## src/hw/rtl/hxtp_pkg.sv

```systemverilog
// Shared types, codes and helpers for the hex exchange trace parser.
`timescale 1ns / 1ps

package hxtp_pkg;

    // Width of the completed line counter.
    localparam int LINE_COUNT_BITS = 16;

    // Result kinds
    localparam logic [1:0] KIND_DATA   = 2'd0;
    localparam logic [1:0] KIND_EXCH   = 2'd1;
    localparam logic [1:0] KIND_ACCEPT = 2'd2;
    localparam logic [1:0] KIND_ERROR  = 2'd3;

    // Error codes
    localparam logic [2:0] ERR_BAD_DIR       = 3'd0;
    localparam logic [2:0] ERR_TWO_REQ       = 3'd1;
    localparam logic [2:0] ERR_ORPHAN_RSP    = 3'd2;
    localparam logic [2:0] ERR_BAD_TOKEN     = 3'd3;
    localparam logic [2:0] ERR_EMPTY_REQ     = 3'd4;
    localparam logic [2:0] ERR_EMPTY_RSP     = 3'd5;
    localparam logic [2:0] ERR_UNMATCHED_REQ = 3'd6;
    localparam logic [2:0] ERR_NO_EXCH       = 3'd7;

    // Characters
    localparam logic [7:0] CH_NEWLINE = 8'h0A;
    localparam logic [7:0] CH_HASH    = 8'h23;
    localparam logic [7:0] CH_REQ     = 8'h3E;
    localparam logic [7:0] CH_RSP     = 8'h3C;
    localparam logic [7:0] CH_ZERO    = 8'h30;
    localparam logic [7:0] CH_LOW_X   = 8'h78;
    localparam logic [7:0] CH_UP_X    = 8'h58;

    typedef struct packed {
        logic [1:0]  kind;
        logic        is_response;
        logic [7:0]  byte_value;
        logic [2:0]  error_code;
        logic [15:0] line_number;
    } t_result;

    typedef struct packed {
        logic [1:0]        count;
        t_result [2:0]     item;
    } t_bundle;

    function automatic t_result mk_result(input logic [1:0] kind, input logic resp,
                                          input logic [7:0] value, input logic [2:0] code,
                                          input logic [15:0] line);
        t_result r;
        r.kind        = kind;
        r.is_response = resp;
        r.byte_value  = value;
        r.error_code  = code;
        r.line_number = line;
        return r;
    endfunction

    // Clamp a line count to the 16-bit reporting range.
    function automatic logic [15:0] sat_line(input logic [LINE_COUNT_BITS-1:0] v);
        logic [31:0] w;
        w = 32'(v);
        return (w > 32'h0000_FFFF) ? 16'hFFFF : w[15:0];
    endfunction

    function automatic logic is_ws(input logic [7:0] c);
        return (c == 8'h20) || ((c >= 8'h09) && (c <= 8'h0D));
    endfunction

endpackage

```

## src/hw/rtl/hxtp_core.sv

```systemverilog
// Parser state and per-character step logic producing a bundle of results.
`timescale 1ns / 1ps

module hxtp_core
    import hxtp_pkg::*;
(
    input  logic          i_clk,
    input  logic          i_rst_n,
    input  logic          i_fire,
    input  logic [7:0]    i_char,
    input  logic          i_eos,
    output t_bundle       o_bundle
);

    localparam logic [1:0] PH_LEAD    = 2'd0;
    localparam logic [1:0] PH_BETWEEN = 2'd1;
    localparam logic [1:0] PH_TOKEN   = 2'd2;
    localparam logic [1:0] PH_COMMENT = 2'd3;

    localparam logic [LINE_COUNT_BITS-1:0] COUNT_MAX = {LINE_COUNT_BITS{1'b1}};

    logic [1:0]                 r_phase, n_phase;
    logic                       r_expect_req, n_expect_req;
    logic                       r_line_rsp, n_line_rsp;
    logic [2:0]                 r_tok_len, n_tok_len;
    logic                       r_tok_prefix, n_tok_prefix;
    logic                       r_tok_hex, n_tok_hex;
    logic [7:0]                 r_nibbles, n_nibbles;
    logic                       r_has_byte, n_has_byte;
    logic                       r_any_exch, n_any_exch;
    logic [LINE_COUNT_BITS-1:0] r_lines, n_lines;
    logic                       r_stopped, n_stopped;
    logic                       r_dir_seen, n_dir_seen;
    logic                       r_line_open, n_line_open;

    logic [15:0]                cur_line;
    logic [15:0]                eos_line;
    logic                       tok_ok;
    logic                       c_ws;
    logic [3:0]                 hex_val;
    logic                       c_hex;

    always_comb begin
        cur_line = sat_line((r_lines != COUNT_MAX) ? r_lines + LINE_COUNT_BITS'(1) : r_lines);
        eos_line = sat_line((r_line_open && (r_lines != COUNT_MAX)) ?
                            r_lines + LINE_COUNT_BITS'(1) : r_lines);
        tok_ok   = ((r_tok_len == 3'd2) && r_tok_hex) ||
                   ((r_tok_len == 3'd4) && r_tok_prefix && r_tok_hex);
        c_ws     = is_ws(i_char);
        c_hex    = 1'b1;
        hex_val  = 4'd0;
        if ((i_char >= 8'h30) && (i_char <= 8'h39)) begin
            hex_val = 4'(i_char - 8'h30);
        end else if ((i_char >= 8'h61) && (i_char <= 8'h66)) begin
            hex_val = 4'(i_char - 8'h57);
        end else if ((i_char >= 8'h41) && (i_char <= 8'h46)) begin
            hex_val = 4'(i_char - 8'h37);
        end else begin
            c_hex = 1'b0;
        end
    end

    always_comb begin
        logic ok;
        logic [1:0] cnt;
        n_phase      = r_phase;
        n_expect_req = r_expect_req;
        n_line_rsp   = r_line_rsp;
        n_tok_len    = r_tok_len;
        n_tok_prefix = r_tok_prefix;
        n_tok_hex    = r_tok_hex;
        n_nibbles    = r_nibbles;
        n_has_byte   = r_has_byte;
        n_any_exch   = r_any_exch;
        n_lines      = r_lines;
        n_stopped    = r_stopped;
        n_dir_seen   = r_dir_seen;
        n_line_open  = r_line_open;
        o_bundle     = '0;
        ok           = 1'b1;
        cnt          = 2'd0;

        if (i_fire && !r_stopped) begin
            if (i_eos || (i_char == CH_NEWLINE)) begin
                // Close the line: judge an open token, then the line itself.
                if (r_phase == PH_TOKEN) begin
                    if (!tok_ok) begin
                        o_bundle.item[cnt] = mk_result(KIND_ERROR, 1'b0, 8'd0,
                                                       ERR_BAD_TOKEN, cur_line);
                        cnt = cnt + 2'd1;
                        ok  = 1'b0;
                    end else begin
                        o_bundle.item[cnt] = mk_result(KIND_DATA, r_line_rsp, r_nibbles,
                                                       ERR_BAD_DIR, cur_line);
                        cnt = cnt + 2'd1;
                    end
                end
                if (ok && r_dir_seen) begin
                    if (!(r_has_byte || (r_phase == PH_TOKEN))) begin
                        o_bundle.item[cnt] = mk_result(KIND_ERROR, 1'b0, 8'd0,
                            r_line_rsp ? ERR_EMPTY_RSP : ERR_EMPTY_REQ, cur_line);
                        cnt = cnt + 2'd1;
                        ok  = 1'b0;
                    end else if (r_line_rsp) begin
                        o_bundle.item[cnt] = mk_result(KIND_EXCH, 1'b0, 8'd0,
                                                       ERR_BAD_DIR, cur_line);
                        cnt          = cnt + 2'd1;
                        n_any_exch   = 1'b1;
                        n_expect_req = 1'b1;
                    end else begin
                        n_expect_req = 1'b0;
                    end
                end
                if (i_eos) begin
                    if (ok) begin
                        if (!n_expect_req) begin
                            o_bundle.item[cnt] = mk_result(KIND_ERROR, 1'b0, 8'd0,
                                                           ERR_UNMATCHED_REQ, eos_line);
                        end else if (!n_any_exch) begin
                            o_bundle.item[cnt] = mk_result(KIND_ERROR, 1'b0, 8'd0,
                                                           ERR_NO_EXCH, eos_line);
                        end else begin
                            o_bundle.item[cnt] = mk_result(KIND_ACCEPT, 1'b0, 8'd0,
                                                           ERR_BAD_DIR, eos_line);
                        end
                        cnt = cnt + 2'd1;
                    end
                    n_stopped = 1'b1;
                end else if (!ok) begin
                    n_stopped = 1'b1;
                end else begin
                    if (r_lines != COUNT_MAX) begin
                        n_lines = r_lines + LINE_COUNT_BITS'(1);
                    end
                    n_phase      = PH_LEAD;
                    n_line_rsp   = 1'b0;
                    n_has_byte   = 1'b0;
                    n_dir_seen   = 1'b0;
                    n_line_open  = 1'b0;
                    n_tok_len    = 3'd0;
                    n_tok_prefix = 1'b0;
                    n_tok_hex    = 1'b1;
                    n_nibbles    = 8'd0;
                end
            end else begin
                n_line_open = 1'b1;
                if (r_phase == PH_COMMENT) begin
                    // drop everything up to the newline
                end else if ((r_phase == PH_TOKEN) && ((i_char == CH_HASH) || c_ws)) begin
                    // Token ends: emit its byte or stop on a malformed one.
                    if (!tok_ok) begin
                        o_bundle.item[cnt] = mk_result(KIND_ERROR, 1'b0, 8'd0,
                                                       ERR_BAD_TOKEN, cur_line);
                        cnt       = cnt + 2'd1;
                        n_stopped = 1'b1;
                    end else begin
                        o_bundle.item[cnt] = mk_result(KIND_DATA, r_line_rsp, r_nibbles,
                                                       ERR_BAD_DIR, cur_line);
                        cnt          = cnt + 2'd1;
                        n_has_byte   = 1'b1;
                        n_tok_len    = 3'd0;
                        n_tok_prefix = 1'b0;
                        n_tok_hex    = 1'b1;
                        n_nibbles    = 8'd0;
                        n_phase      = (i_char == CH_HASH) ? PH_COMMENT : PH_BETWEEN;
                    end
                end else if (i_char == CH_HASH) begin
                    n_phase = PH_COMMENT;
                end else if (r_phase == PH_LEAD) begin
                    if (!c_ws) begin
                        if ((i_char == CH_REQ) && r_expect_req) begin
                            n_dir_seen = 1'b1;
                            n_line_rsp = 1'b0;
                            n_phase    = PH_BETWEEN;
                        end else if ((i_char == CH_RSP) && !r_expect_req) begin
                            n_dir_seen = 1'b1;
                            n_line_rsp = 1'b1;
                            n_phase    = PH_BETWEEN;
                        end else begin
                            o_bundle.item[cnt] = mk_result(KIND_ERROR, 1'b0, 8'd0,
                                (i_char == CH_REQ) ? ERR_TWO_REQ :
                                (i_char == CH_RSP) ? ERR_ORPHAN_RSP : ERR_BAD_DIR,
                                cur_line);
                            cnt       = cnt + 2'd1;
                            n_stopped = 1'b1;
                        end
                    end
                end else if (!((r_phase == PH_BETWEEN) && c_ws)) begin
                    // Collect one token character.
                    n_phase   = PH_TOKEN;
                    n_nibbles = {r_nibbles[3:0], hex_val};
                    case (r_tok_len)
                        3'd0: begin
                            n_tok_hex    = c_hex;
                            n_tok_prefix = (i_char == CH_ZERO);
                        end
                        3'd1: begin
                            n_tok_prefix = r_tok_prefix &&
                                           ((i_char == CH_LOW_X) || (i_char == CH_UP_X));
                            n_tok_hex    = r_tok_hex && c_hex;
                        end
                        3'd2: n_tok_hex = c_hex;
                        3'd3: n_tok_hex = r_tok_hex && c_hex;
                        default: ;
                    endcase
                    if (r_tok_len < 3'd5) begin
                        n_tok_len = r_tok_len + 3'd1;
                    end
                end
            end
        end
        o_bundle.count = cnt;
    end

    always_ff @(posedge i_clk) begin
        if (!i_rst_n) begin
            r_phase      <= PH_LEAD;
            r_expect_req <= 1'b1;
            r_line_rsp   <= 1'b0;
            r_tok_len    <= 3'd0;
            r_tok_prefix <= 1'b0;
            r_tok_hex    <= 1'b1;
            r_nibbles    <= 8'd0;
            r_has_byte   <= 1'b0;
            r_any_exch   <= 1'b0;
            r_lines      <= '0;
            r_stopped    <= 1'b0;
            r_dir_seen   <= 1'b0;
            r_line_open  <= 1'b0;
        end else begin
            r_phase      <= n_phase;
            r_expect_req <= n_expect_req;
            r_line_rsp   <= n_line_rsp;
            r_tok_len    <= n_tok_len;
            r_tok_prefix <= n_tok_prefix;
            r_tok_hex    <= n_tok_hex;
            r_nibbles    <= n_nibbles;
            r_has_byte   <= n_has_byte;
            r_any_exch   <= n_any_exch;
            r_lines      <= n_lines;
            r_stopped    <= n_stopped;
            r_dir_seen   <= n_dir_seen;
            r_line_open  <= n_line_open;
        end
    end

endmodule

```

## src/hw/rtl/hxtp_outq.sv

```systemverilog
// Result register holding up to three results and draining them in order.
`timescale 1ns / 1ps

module hxtp_outq
    import hxtp_pkg::*;
(
    input  logic          i_clk,
    input  logic          i_rst_n,
    input  logic          i_load,
    input  t_bundle       i_bundle,
    output logic          o_free,
    output logic          o_valid,
    input  logic          i_stall,
    output t_result       o_head,
    output logic          o_last
);

    logic [1:0]    r_cnt, n_cnt;
    t_result [2:0] r_item, n_item;
    logic          xfer;

    assign xfer    = (r_cnt != 2'd0) && !i_stall;
    assign o_free  = (r_cnt == 2'd0) || ((r_cnt == 2'd1) && !i_stall);
    assign o_valid = (r_cnt != 2'd0);
    assign o_head  = r_item[0];
    assign o_last  = (r_cnt == 2'd1);

    always_comb begin
        n_cnt  = r_cnt;
        n_item = r_item;
        if (i_load) begin
            n_cnt  = i_bundle.count;
            n_item = i_bundle.item;
        end else if (xfer) begin
            // advance the queue by one transfer
            n_cnt     = r_cnt - 2'd1;
            n_item[0] = r_item[1];
            n_item[1] = r_item[2];
        end
    end

    always_ff @(posedge i_clk) begin
        if (!i_rst_n) begin
            r_cnt <= 2'd0;
        end else begin
            r_cnt <= n_cnt;
        end
    end

    always_ff @(posedge i_clk) begin
        r_item <= n_item;
    end

endmodule

```

## src/hw/rtl/hex_exchange_trace_parser.sv

```systemverilog
// Top level of the hex exchange trace parser: input register, parser core, result queue.
`timescale 1ns / 1ps

//  channel   direction  handshake            payload
//  -------   ---------  -------------------  ------------------------------------------
//  input     in         i_valid / o_stall    i_char_in, i_end_of_stream
//  result    out        o_valid / i_stall    o_kind, o_is_response, o_byte_value,
//                                            o_error_code, o_line_number, o_last
//
//  One character is taken per cycle while o_stall is low; it steps the parser from the
//  input register once the result queue is free. One that yields k results (at most
//  three) holds the input side for the single-result-per-cycle drain of the result
//  queue, halted by i_stall. Results leave from that queue, behind the input register.
//  Reset is synchronous and active low; it clears the parser state and empties
//  both the input register and the result queue.
//  A stall on the result side backs up into o_stall once the queue cannot take the
//  next bundle. After an error or the end-of-stream verdict the block drops every
//  further character until reset.

module hex_exchange_trace_parser
    import hxtp_pkg::*;
(
    input  logic        i_clk,
    input  logic        i_rst_n,
    input  logic        i_valid,
    output logic        o_stall,
    input  logic [7:0]  i_char_in,
    input  logic        i_end_of_stream,
    output logic        o_valid,
    input  logic        i_stall,
    output logic [1:0]  o_kind,
    output logic        o_is_response,
    output logic [7:0]  o_byte_value,
    output logic [2:0]  o_error_code,
    output logic [15:0] o_line_number,
    output logic        o_last
);

    // Input register
    logic       r_in_valid, n_in_valid;
    logic [7:0] r_char;
    logic       r_eos;

    logic       in_xfer;
    logic       fire;
    logic       q_free;
    t_bundle    bundle;
    t_result    head;

    // Step the parser when the queue can take whatever this character produces.
    assign fire       = r_in_valid && q_free;
    assign o_stall    = r_in_valid && !q_free;
    assign in_xfer    = i_valid && !o_stall;
    assign n_in_valid = in_xfer || (r_in_valid && !fire);

    always_ff @(posedge i_clk) begin
        if (!i_rst_n) begin
            r_in_valid <= 1'b0;
        end else begin
            r_in_valid <= n_in_valid;
        end
    end

    // hold the payload until the parser consumes it
    always_ff @(posedge i_clk) begin
        if (in_xfer) begin
            r_char <= i_char_in;
            r_eos  <= i_end_of_stream;
        end
    end

    hxtp_core u_core (
        .i_clk    (i_clk),
        .i_rst_n  (i_rst_n),
        .i_fire   (fire),
        .i_char   (r_char),
        .i_eos    (r_eos),
        .o_bundle (bundle)
    );

    hxtp_outq u_outq (
        .i_clk    (i_clk),
        .i_rst_n  (i_rst_n),
        .i_load   (fire && (bundle.count != 2'd0)),
        .i_bundle (bundle),
        .o_free   (q_free),
        .o_valid  (o_valid),
        .i_stall  (i_stall),
        .o_head   (head),
        .o_last   (o_last)
    );

    assign o_kind        = head.kind;
    assign o_is_response = head.is_response;
    assign o_byte_value  = head.byte_value;
    assign o_error_code  = head.error_code;
    assign o_line_number = head.line_number;

endmodule

```

## config.mk

```make
export PLATFORM = sky130hd
export DESIGN_NAME = hex_exchange_trace_parser
export DESIGN_NICKNAME = d
export VERILOG_FILES = /design/src/hw/rtl/hxtp_pkg.sv /design/src/hw/rtl/hxtp_core.sv /design/src/hw/rtl/hxtp_outq.sv /design/src/hw/rtl/hex_exchange_trace_parser.sv
export SDC_FILE = /design/constraint.sdc
export NUM_CORES = 1
export LEC_CHECK = 0
export ABC_AREA = 1
export ABC_CLOCK_PERIOD_IN_PS = 5500
export BUFFER_PORTS_ARGS = -buffer_cell sky130_fd_sc_hd__buf_2
export CELL_PAD_IN_SITES_DETAIL_PLACEMENT = 0
export CELL_PAD_IN_SITES_GLOBAL_PLACEMENT = 1
export CORE_MARGIN = 3
export CORE_UTILIZATION = 47
export CTS_CLUSTER_SIZE = 30
export DETAILED_ROUTE_END_ITERATION = 8
export PLACE_DENSITY_LB_ADDON = 0.12
export RECOVER_POWER = 50
export SLEW_MARGIN = 20
export SYNTH_ARGS = -nofsm -noshare
export SYNTH_HDL_FRONTEND = slang
export SYNTH_HIERARCHICAL = 1
export SYNTH_SLANG_ARGS = --single-unit
```

## constraint.sdc

```tcl
create_clock -name i_clk -period 5.5 [get_ports i_clk]
set_input_delay 0.825 -clock i_clk [delete_from_list [all_inputs] [get_ports i_clk]]
set_output_delay 0.825 -clock i_clk [all_outputs]
set_load 0.05 [all_outputs]
```

### Yosys cells after proc, flatten, opt, wreduce, memory -nomap -nowiden

Cells that the tools add are included.

* register bits after elaboration: 140
* logic and storage cells: 321
* bits of input ports: 13

* magnitude comparators: 13
* add/subtract/negate cells: 8
* eq/ne operators: 35
* reductions and logical operators: 66
* bitwise operators: 1
* muxes and demuxes: 166

Operators with widths (count)
* $mux 90: 9
* $bwmux 90: 5
* $mux 30: 15
* $mux 60: 3
* $demux 30 s2: 2
* $mux 1: 72
* $mux 8: 9
* $mux 2: 33
* $reduce_and 9->1: 5
* $eq 8x6->1 const B: 5
* $mux 3: 11
* $mux 16: 2
* $logic_and 1x1->1: 25
* $add 16x1->16 const B: 1
* $eq 8x7->1 const B: 2
* $ge 8x7->1 const B: 2
* $le 8x7->1 const B: 2
* $ne 16x16->1 const B: 1
* $reduce_and 8->1: 2
* $ne 3x1->1 const B: 5
* $mux 4: 3
* $reduce_bool 2->1: 6
* $ne 3x3->1 const B: 3
* $reduce_bool 3->1: 3
* 36 further kinds: 63

### Depth between registers and ports, before layout

Gate-level depths: netlist of the first run.

* depth in word-level cells: 24
* mapped depth: 25
* depth with buffers taken out: 23

### By module

Netlist of the first run, hierarchy kept.

Modules (own cells, without submodules)
* hxtp_core: cells an instance 715, area an instance 4349.2 µm², times used 1
* hxtp_outq: cells an instance 340, area an instance 3857.4 µm², times used 1
* hex_exchange_trace_parser: cells an instance 21, area an instance 337.8 µm², times used 1

### Worst setup path before layout of the first run

Ideal clock, no wire load.

* path kind: register to register
* from: reg u_core.r_tok_len[0]
* to: reg u_outq.r_item, in the netlist u_outq/o_head[0] (enable)
* stages on the path, launching flop included: 22
* clock period less this slack: 4781 ps
* library setup time: 434 ps
* slack: 719 ps
* required time: 5066 ps
* data arrival time: 4348 ps
* path through: dfxtp_1 > inv_1 > ha_1 > nor2_4 > nor2_4 > nand2_2 > nand2_4 > nand2_4 > nor2_8 > nand2_2 > nand2_4 > nor2_4 > nand2_4 > inv_4 > buf_6 > nor2_1 > nor2_1 > nor2_1 > nor2_1 > buf_6 > inv_8 > o21ai_2

RTL lines
* from (decl): line hxtp_core.sv:25 `logic [2:0] r_tok_len, n_tok_len;`
* from (signal assigned): line hxtp_core.sv:234 `r_tok_len <= n_tok_len;`
* to (signal assigned): line hxtp_outq.sv:51 `r_item <= n_item;`
* to (decl): line hxtp_outq.sv:19 `t_result [2:0] r_item, n_item;`

==> results of run 1 <==
stage by stage:
step           hold WS (ps)  instances  utilization, %  setup WS [ps]
6_report                467       1315            51.2           1140
5_1_grt                 486       1315            51.2            807
4_1_cts                 468       1315            52.0           1610
3_5_place_dp            458       1283            48.6           1530
3_3_place_gp            456       1283            48.6           1610
2_1_floorplan           435       1094               -            719
layer usage:
| metal | track usage (%) | up-vias |
|---|---|---|
| li1 | - | 3421 |
| met3 | 3.63 | 13 |
| met1 | 33.2 | 2964 |
| met2 | 27.7 | 179 |
| met5 | 0 | - |
| met4 | 5.35 | 0 |
logic make-up after synthesis:
group / share of synthesized area (%)
compound gates: 9.72
xor+xnor: 1.23
fa+ha+maj: 1.76
buf+inv: 11.9
flops: 44.4
other cells: 0.0439
simple gates: 30.9
cell type report:
cell class	instances	area (um2)	share of cell area [%]
Clock buffer	17	425	4.74
Tap cell	225	282	3.13
Sequential cell	140	3790	42.2
Timing Repair Buffer	50	214	2.38
Inverter	95	372	4.14
Multi-Input combinational cell	773	3720	41.4
Clock inverter	15	176	1.96
sequential cells by signal, summed over array words and instances, names as in the netlist:
register	flops
u_core/r_has_byte	1
u_core/r_lines	16
r_char	8
u_core/r_tok_hex	1
u_core/r_expect_req	1
u_core/r_phase	2
u_core/r_nibbles	8
u_outq/r_cnt	2
r_in_valid	1
u_core/r_dir_seen	1
u_core/r_tok_len	3
u_core/r_line_open	1
u_core/r_tok_prefix	1
u_core/r_line_rsp	1
r_eos	1
u_outq/r_item	60
u_outq/o_head	30
u_core/r_any_exch	1
u_core/r_stopped	1
Yosys cell counts (all sizes together):
library cell	n	share of area, %
a211oi	2	0.18
a21oi	57	3.5
a31oi	4	0.29
and2	2	0.15
buf	81	7.4
clkbuf	5	0.22
clkinv	2	0.15
conb	1	0.044
dfxtp	41	9.6
edfxtp	99	35
ha	12	1.8
inv	93	4.2
nand2	380	18
nand3	51	3.5
nand4	8	0.66
nor2	134	7.8
nor3	10	0.64
nor4	1	0.073
o211a	1	0.12
o211ai	3	0.32
o21a	8	0.70
o21ai	61	4.1
o22ai	3	0.22
o31ai	3	0.32
or2	2	0.15
xnor2	3	0.31
xor2	9	0.92
worst min-delay path, stage by stage (launching register included):
cell     delay, ps
dfxtp_1        310
nand2_1         60
a21oi_1         50
power by group through the flow:
stage | combinational, uW | sequential (uW) | clock (uW)
CTS | 459 | 1270 | 1210
finish | 442 | 1270 | 1180
global route | 483 | 1280 | 1250
detailed placement | 459 | 1290 | 0
floorplan | 411 | 1280 | 0
global placement | 457 | 1290 | 0
worst min path at each step:
| stage | slack (ps) | end | startpoint | cells after the start |
|---|---|---|---|---|
| after floorplan | 440 | u_core/r_stopped | u_core/r_stopped | 2 |
| after global routing | 490 | u_core/r_nibbles[7] | u_core/r_nibbles[7] | 2 |
| after CTS | 470 | u_core/r_nibbles[7] | u_core/r_nibbles[7] | 2 |
| final | 470 | u_core/r_nibbles[7] | u_core/r_nibbles[7] | 2 |
| after detailed placement | 460 | u_core/r_nibbles[7] | u_core/r_nibbles[7] | 2 |
| after global placement | 460 | u_core/r_nibbles[4] | u_core/r_nibbles[4] | 2 |
==> results.txt, run 1 <==
----------------------------------------------------
[Timing]
  Setup repair after global routing missed its margin ... false
  Final slew viol count ... 0
  Max Clock Freq ... 230 MHz
  Slew at the pin with the worst max-slew slack ... between 1000 and 1500 ps
  Final critical path time including I/O delays and setup ... 4360 ps
  Accumulated negative setup slack ... 0 ps
  # setup viols final ... 0
  Fin crit share ... 79.2%
  Relative slew slack ... 17.7%
  Post-Route Skew ... between 10 and 15 ps
  Hold violation count in the final report ... 0

[Pwr]
  Part of the power in combinational logic ... 15.2%
  Power consumption ... around 2900 uW
  Part of the total power dissipated in sequential elements ... 43.9%
  Switching power total ... 888 uW
  Pleak ... 0.00369 uW
  Internal power consumption ... 2010 uW
  Switching share of power ... between 30% and 40%
  PwrDens ... 323 mW/mm2
  Share of total power in the clock network ... 40.9%
  Worst ir drop on vdd ... 217 uV

[Critical path]
  Worst endpoint data arrival time ... about 4400 ps
  Worst Setup EP ... u_outq/r_item[48]
  Most numerous cell on the critical path ... nor2_1
  Beginning of the critical path ... u_core/r_tok_len[0]
  Reg2reg start ... u_core/r_tok_len[0]
  Endpoint kind of the worst setup timing path ... register
  Top delay family on crit path ... simple AND/OR/NAND/NOR gates
  Count of buffering cells on the critical path with inverters included ... 4
  Worst Reg-to-Reg Cells ... 20
  Reg-to-reg setup timing slack ... 1140 ps
  Crit Path Max Fanout ... 64
  Crit path largest cell delay ... 490 ps
  Critical path class ... reg2reg
  Ordered list of cells on the worst path ... inv_1, ha_1, nor2_1, nor2_4, nand2_1, nand2_1, nand2_4, nor2_1, nand2_2, nand2_1, nor2_1, nand2_4, inv_4, nor2_1, nor2_1, nor2_1, nor2_4, inv_8, o21ai_4, buf_4
  Required time of the worst setup path ... ~5600 ps
  RR Endpoint ... u_outq/r_item[48]
  Worst path slowest cell ... buf_4
  Worst path depth ... 20
  Kind of launch point of the worst setup path ... register

[Yosys]
  Post-Syn Instances ... 1,076
  Total standard cell area after synthesis ... 0.00854 mm2
  Register area share after synthesis ... 44.4%
  Count of unique library cells instantiated by Yosys ... 49
  Yosys synthesis warning count ... 6
  Post-synthesis sequential element count ... 140
  Synthesized area divided by synthesized cell count ... 7.94 um2

[Clocking]
  Post-CTS Setup Bufs ... 0
  Clock transition time at the flip-flop clock pins of the worst setup and hold paths ... 60 ps
  CTS Root Buffer Type ... clkbuf_16
  Clock tree from TritonCTS ... built
  Buffer depth of the longest clock path ... 2
  Total clock sinks ... 140
  Max H-tree Level ... 4
  Number of buffers added by the clock tree synthesis step ... 17
  CTS resizes ... 0
  Number of buffers added to fix hold violations after cts ... 0
  Insertion delay of the later-clocked pin in the worst-skew pair ... approximately 420 ps

[Finish]
  Antenna cells ... 0
  Most common library cell in the layout ignoring fill and taps ... nand2_1
  Share of post-route cells with drive strength above 1 ... 10.5%
  Synth-to-Final Area Change ... 5.14%
  Count of fill cells added during filler insertion ... 1,723
  Final net count ... roughly 1,100
  Final design instance area without fill ... 0.00898 mm2
  Most frequent cells in the layout ... nand2_1 (366), nor2_1 (116), edfxtp_1 (99)

[Die]
  Area inside the core boundary ... 0.0175 mm2
  Die outline width ... 141 um
  Initial Util ... 48.7%
  Die Y ... 141 um
  Ports placed on the boundary ... 46
  Cell row count ... 48
  Total Die Area ... 0.0198 mm2

[Worst hold path]
  Hold WC Path Type ... reg2reg

[Drt]
  Metal3 WL ... 1.08 mm
  Met2 routed WL ... roughly 8.2 mm
  Total vias in the final route ... 6,577
  Max layer used ... met4
  Post-detailed-route DRC marker count ... 0
  Number of iterations in the first detailed-routing pass ... 5
  Vias/cell ... 5.00
  Number of DRC markers in iteration 0 ... 450
  DR WL/cell ... 15.3 um
  Count of nets left with antenna violations after detail routing ... 0
  Met1 routed wirelength after detailed routing ... 10.7 mm
  Total Wirelength ... 20.2 mm

[Placement]
  Final Wtd Congestion ... 0.888
  Placed Instance Area ... 0.00852 mm2
  DPL Wire Length ... 14.4 mm
  Port bufs ... 45

[Global route]
  Number of global-route vias before repair ... 5,883
  Number of antenna violations at the first check in global routing ... 0
  Total routing resource utilization after global routing ... 20.5%
  Wire length of the first global-routing pass ... 31.9 mm
  Global-route congestion overflow total ... 0
  Pin count of the biggest net entering global routing ... 94

[Run status]
  Run status ... finished clean

[Run]
  Maximum capacitance violations ... 0

----------------------------------------------------
Power figures use the tool's default switching activity.
==> run 2: changes to the inputs <==
--- a/config.mk
+++ b/config.mk
@@ -6,12 +6,12 @@
 export NUM_CORES = 1
 export LEC_CHECK = 0
 export ABC_AREA = 1
-export ABC_CLOCK_PERIOD_IN_PS = 5500
+export ABC_CLOCK_PERIOD_IN_PS = 3900
 export BUFFER_PORTS_ARGS = -buffer_cell sky130_fd_sc_hd__buf_2
 export CELL_PAD_IN_SITES_DETAIL_PLACEMENT = 0
 export CELL_PAD_IN_SITES_GLOBAL_PLACEMENT = 1
 export CORE_MARGIN = 3
-export CORE_UTILIZATION = 47
+export CORE_UTILIZATION = 42
 export CTS_CLUSTER_SIZE = 30
 export DETAILED_ROUTE_END_ITERATION = 8
 export PLACE_DENSITY_LB_ADDON = 0.12
==> constraint.sdc (replaced) <==
create_clock -name i_clk -period 3.9 [get_ports i_clk]
set_input_delay 0.585 -clock i_clk [delete_from_list [all_inputs] [get_ports i_clk]]
set_output_delay 0.585 -clock i_clk [all_outputs]
set_load 0.05 [all_outputs]
==> run 2 against run 1 <==
  * Register-to-register slack lost 790 ps
  * Routed wire length increased by 4.6%
  * Clock skew decreased by 4.3 ps
  * Final area rose by 0.81%
  * Final cell count grew 3.2%
  * First-iteration DRC count increased by 19%
  * Critical path depth stayed put
  * Clock power is 38% higher
  * Clock-buffer cell count rose by 1
  * Critical path type unchanged
  * Largest cell class unchanged
  * Highest routed layer unchanged
==> results.txt, run 2 (synthesis gave the netlist of run 1 again) <==
----------------------------------------------------
[Run status]
  Run status ... finished clean

[Placement]
  Setup WS pre-CTS ... 342 ps
  DPL Wire Length ... 14.9 mm
  Port bufs ... 45
  Final Wtd Congestion ... roughly 0.85

[Timing]
  Post-Route Skew ... 10.1 ps
  Fin worst setup slack ... 355 ps
  Fin crit share ... 90.9%
  Accumulated negative setup slack ... 0 ps
  # setup viols final ... 0
  Setup repair after global routing missed its margin ... false
  Final critical path time including I/O delays and setup ... roughly 3500 ps
  Final slew viol count ... 0
  Hold violation count in the final report ... 0
  Max Clock Freq ... 282 MHz
  Relative slew slack ... 26.0%
  Slew at the pin with the worst max-slew slack ... 1110 ps

[Critical path]
  Crit path largest cell delay ... 410 ps
  Critical path class ... reg2reg
  Required time of the worst setup path ... 4000 ps
  Most numerous cell on the critical path ... nand2_1
  Kind of launch point of the worst setup path ... register
  Top delay family on crit path ... simple AND/OR/NAND/NOR gates
  Endpoint kind of the worst setup timing path ... register
  Crit Path Max Fanout ... 64
  Ordered list of cells on the worst path ... inv_1, ha_1, nand2_1, nand2_1, nand2_2, nand2_1, nand2_1, nor2_8, nand2_1, nand2_4, nor2_4, nand2_4, inv_4, nor2_1, nor2_1, nor2_1, nor2_4, inv_8, o21ai_4, buf_6
  Worst path slowest cell ... dfxtp_1
  Worst endpoint data arrival time ... approximately 3700 ps
  Count of buffering cells on the critical path with inverters included ... 4

[Pwr]
  Worst ir drop on vdd ... approximately 330 uV
  Pleak ... 0.00373 uW
  PwrDens ... 449 mW/mm2

[Die]
  Die outline width ... about 150 um
  Ports placed on the boundary ... 46
  Total Die Area ... 0.0221 mm2
  Cell row count ... 51
  Area inside the core boundary ... 0.0197 mm2
  Die Y ... between 100 and 150 um
  Initial Util ... 43.3%

[Drt]
  Vias/cell ... between 4 and 5
  Post-detailed-route DRC marker count ... 0
  Count of nets left with antenna violations after detail routing ... 0
  Number of iterations in the first detailed-routing pass ... 5
  Total Wirelength ... 21.1 mm
  Total vias in the final route ... 6,661
  Number of DRC markers in iteration 0 ... 536
  DR WL/cell ... 15.5 um

[Clocking]
  Clock transition time at the flip-flop clock pins of the worst setup and hold paths ... 70 ps
  Post-CTS Setup Bufs ... 0
  Number of buffers added to fix hold violations after cts ... 0
  CTS resizes ... 0
  Clock tree from TritonCTS ... built
  Buffer depth of the longest clock path ... 2
  Insertion delay of the later-clocked pin in the worst-skew pair ... 430 ps
  Max H-tree Level ... 4
  Total clock sinks ... 140
  CTS Root Buffer Type ... clkbuf_16
  Number of buffers added by the clock tree synthesis step ... 17

[Finish]
  Share of post-route cells with drive strength above 1 ... 10.5%
  Synth-to-Final Area Change ... 5.99%
  Final net count ... 1,104
  Area taken by flip-flops and latches ... 0.00379 mm2
  Most frequent cells in the layout ... nand2_1 (367), nor2_1 (113), edfxtp_1 (99)
  Count of fill cells added during filler insertion ... 2,010
  Most flop-heavy register ... u_outq/r_item
  Antenna cells ... 0
  Multi-input gate area ... 0.00372 mm2
  Most common library cell in the layout ignoring fill and taps ... nand2_1
  Max FFs per register ... 60

[Worst hold path]
  Hold WC Path Type ... in2reg

[Global route]
  Number of global-route vias before repair ... 6,195
  Pin count of the biggest net entering global routing ... between 90 and 100
  Total routing resource utilization after global routing ... about 20%
  Global-route congestion overflow total ... 0
  Wire length of the first global-routing pass ... around 34 mm
  Number of antenna violations at the first check in global routing ... 0

[Run]
  Maximum capacitance violations ... 0

----------------------------------------------------
==> run 2: cell count changes in the layout (fill, tap and decap cells not counted), moves of 2 or more <==
| cell | previous run | this run |
|---|---|---|
| inv_6 | 5 | 3 |
| buf_12 | 0 | 2 |
| nor2_1 | 116 | 113 |
| clkinvlp_4 | 1 | 4 |
| a21oi_1 | 55 | 57 |
| clkinv_4 | 4 | 2 |
==> run 2: final timing paths <==
kind,startpoint,slack [ps],cells after the start,to
worst max-delay path,u_core/r_tok_len[0],350,20,u_outq/r_item[51]
worst min-delay path,i_char_in[7],330,1,r_char[7]
worst max register to register,u_core/r_tok_len[0],350,20,u_outq/r_item[51]
worst min register to register,u_core/r_stopped,460,2,u_core/r_stopped
==> run 2: area by class of cell <==
cell class | count | share of cell area, %
inverter | 95 | 4.10
clock inverter | 14 | 1.73
tap | 265 | 3.66
clock buffer | 18 | 4.74
timing repair buffer | 52 | 2.85
multi-input combinational | 773 | 41.0
sequential | 140 | 41.9
==> run 2: power by group <==
group / leakage, uW / internal (uW) / switching [uW]
Sequential: 0.00128 / 1740 / 43.8
Clock: 0.000274 / 907 / 723
Combinational: 0.00217 / 135 / 514
==> run 2: metrics by stage <==
step                      cell area [um2]  cells  hold slack (ps)  total power, uW  utilization (%)
after floorplan                      8630   1094              435             2390                -
after global placement               8610   1325              461             2500             43.7
after detailed placement             8610   1325              455             2500             43.7
after CTS                            9200   1357              312             4140             46.7
after global routing                 9060   1357              315             4260             45.9
final                                9060   1357              331             4070             45.9
==> run 2: metal layers <==
layer | track usage (%) | vias up | share of wire (%)
li1 | - | 3425 | -
met1 | 31.9 | 3061 | 53
met2 | 26.8 | 150 | 40
met3 | 4.14 | 25 | 5.0
met4 | 5.27 | 0 | 1.7
met5 | 0 | - | 0
==> run 3: changes to the inputs <==
--- a/config.mk
+++ b/config.mk
@@ -10,10 +10,12 @@
 export BUFFER_PORTS_ARGS = -buffer_cell sky130_fd_sc_hd__buf_2
 export CELL_PAD_IN_SITES_DETAIL_PLACEMENT = 0
 export CELL_PAD_IN_SITES_GLOBAL_PLACEMENT = 1
+export CORE_ASPECT_RATIO = 0.6
 export CORE_MARGIN = 3
 export CORE_UTILIZATION = 42
 export CTS_CLUSTER_SIZE = 30
 export DETAILED_ROUTE_END_ITERATION = 8
+export HOLD_SLACK_MARGIN = 0.1
 export PLACE_DENSITY_LB_ADDON = 0.12
 export RECOVER_POWER = 50
 export SLEW_MARGIN = 20
==> run 3 against run 2 <==
  * Power is 1.6% lower
  * Die area is 0.25% higher
  * Routed wire length is 2.8% higher
  * Critical endpoint is now u_outq/r_item[32]
  * Global-route usage is 0.29 points higher
  * Core utilization is 0.71 points higher
  * Hold slack worse by 2.2 ps
==> results.txt, run 3 (synthesis gave the netlist of run 1 again) <==
----------------------------------------------------
[Global route]
  Number of global-route vias before repair ... about 5,800
  Global-route congestion overflow total ... 0
  Number of antenna violations at the first check in global routing ... 0
  Total routing resource utilization after global routing ... 20.2%
  Pin count of the biggest net entering global routing ... 94
  Wire length of the first global-routing pass ... 33.9 mm

[Finish]
  Max FFs per register ... 60
  Final net count ... 1,109
  Count of fill cells added during filler insertion ... 1,913
  Share of post-route cells with drive strength above 1 ... 10.9%
  Antenna cells ... 0
  Most frequent cells in the layout ... nand2_1 (363), nor2_1 (114), edfxtp_1 (99)
  Synth-to-Final Area Change ... 6.28%
  Most flop-heavy register ... u_outq/r_item
  Most common library cell in the layout ignoring fill and taps ... nand2_1
  Filler-free cell count of the finished design ... 1,363

[Timing]
  Slew at the pin with the worst max-slew slack ... between 1000 and 1500 ps
  # setup viols final ... 0
  Fin crit share ... 90.8%
  Final slew viol count ... 0
  Setup repair after global routing missed its margin ... false
  Relative slew slack ... 20.0%
  Max Clock Freq ... 282 MHz
  Hold violation count in the final report ... 0
  Accumulated negative setup slack ... 0 ps
  Final critical path time including I/O delays and setup ... 3540 ps
  Post-Route Skew ... approximately 16 ps

[Clocking]
  Clock tree from TritonCTS ... built
  Clock transition time at the flip-flop clock pins of the worst setup and hold paths ... around 60 ps
  Max H-tree Level ... 4
  Post-CTS Setup Bufs ... 0
  Total clock sinks ... 140
  Number of buffers added by the clock tree synthesis step ... 17
  Number of buffers added to fix hold violations after cts ... 0
  Buffer depth of the longest clock path ... 2
  CTS resizes ... 0
  CTS Root Buffer Type ... clkbuf_16
  Insertion delay of the later-clocked pin in the worst-skew pair ... 440 ps

[Placement]
  Port bufs ... 45
  Number of placed instances, taps included ... 1,331
  Final Wtd Congestion ... 0.881
  DPL Wire Length ... 15.7 mm

[Critical path]
  Critical path class ... reg2reg
  RR Endpoint ... u_outq/r_item[32]
  Kind of launch point of the worst setup path ... register
  Reg-to-reg setup timing slack ... 360 ps
  Crit Path Max Fanout ... 24
  Worst endpoint data arrival time ... 3670 ps
  Reg2reg start ... r_char[0]
  Worst Reg-to-Reg Cells ... 17
  Endpoint kind of the worst setup timing path ... register
  Required time of the worst setup path ... 4030 ps

[Pwr]
  Internal power consumption ... 2770 uW
  Part of the power in combinational logic ... 16.6%
  PwrDens ... 441 mW/mm2
  Part of the total power dissipated in sequential elements ... 44.6%
  Share of total power in the clock network ... 38.8%
  Switching share of power ... 30.8%
  Switching power total ... 1230 uW
  Worst ir drop on vdd ... ~320 uV
  Pleak ... 0.00371 uW

[Drt]
  Number of iterations in the first detailed-routing pass ... 5
  Number of DRC markers in iteration 0 ... 759
  Post-detailed-route DRC marker count ... 0
  Vias/cell ... 4.84
  Total Wirelength ... 21.7 mm
  Count of nets left with antenna violations after detail routing ... 0
  DR WL/cell ... 15.9 um
  Total vias in the final route ... 6,601

[Die]
  Die Y ... approximately 120 um
  Total Die Area ... about 0.022 mm2
  Cell row count ... 39
  Die outline width ... about 190 um
  Initial Util ... 43.9%
  Area inside the core boundary ... 0.0195 mm2
  Ports placed on the boundary ... between 40 and 50

[Run]
  Maximum capacitance violations ... 0

[Worst hold path]
  Hold WC Path Type ... in2reg
  Endpoint of the worst hold path ... r_char[1]
  Cell depth of the worst min-delay path ... 1
  HP Start ... i_char_in[1]

[Run status]
  Run status ... finished clean

----------------------------------------------------
[run 3: cell types whose count changed in the layout (fill, tap and decap cells not counted), sizes merged]
cell and change:
clkinvlp -1, clkinv +2, buf +4, clkbuf +2, inv -2
[run 3: worst max path at each step]
stage | end | slack, ps | from | cells past startpoint
detailed placement | u_outq/r_cnt[0] | 370 | r_char[0] | 23
finish | u_outq/r_item[32] | 360 | r_char[0] | 17
floorplan | u_outq/o_head[0] | 320 | u_core/r_tok_len[0] | 21
global route | u_outq/r_cnt[1] | 9 | r_char[0] | 19
global placement | u_outq/r_cnt[0] | 480 | r_char[0] | 23
CTS | u_outq/r_cnt[0] | 350 | r_char[0] | 23
[run 3: layout make-up]
class                      count  area (um2)  share of cell area (%)
clock inverter                13         116                    1.28
tap                          266         333                    3.66
multi-input combinational    773        3730                    41.1
inverter                      95         372                    4.09
timing repair buffer          57         300                    3.31
sequential                   140        3790                    41.8
clock buffer                  19         433                    4.77
[run 3: metal layers]
metal / track usage [%] / wire, um / up-vias
met3: 6.03 / 1780 / 8
li1: - / - / 3441
met4: 4.01 / 155 / 0
met2: 21.2 / 6630 / 223
met5: 0 / 0 / -
met1: 36.3 / 13100 / 2929
[run 3: critical path, stage by stage (launching register included)]
cell and delay [ps]:
edfxtp_1 430, inv_1 160, ha_1 250, nand2_1 70, nor2_1 130, nand2_1 100
nand3_2 140, nand2_2 140, nand2_4 100, inv_2 90, o31ai_2 110, nand2_2 220
nor3_1 300, nor2_1 120, nor2_4 190, inv_8 40, o21ai_4 310, buf_12 270
[run 3: per-stage QoR]
step,hold WS (ps),power [uW],setup slack [ps],util (%),cell area (um2)
floorplan,435,2390,319,-,8630
CTS,306,4060,354,47.3,9220
detailed placement,452,2500,374,44.5,8670
global placement,454,2510,478,44.5,8670
finish,328,4000,357,46.6,9080
global route,309,4180,8.93,46.6,9080
[run 3: power groups by stage]
stage / registers, uW / logic (uW) / clock network [uW]
after CTS: 1780 / 690 / 1590
after global placement: 1810 / 692 / 0
after global routing: 1800 / 725 / 1660
after floorplan: 1810 / 585 / 0
after detailed placement: 1820 / 687 / 0
final: 1780 / 666 / 1550
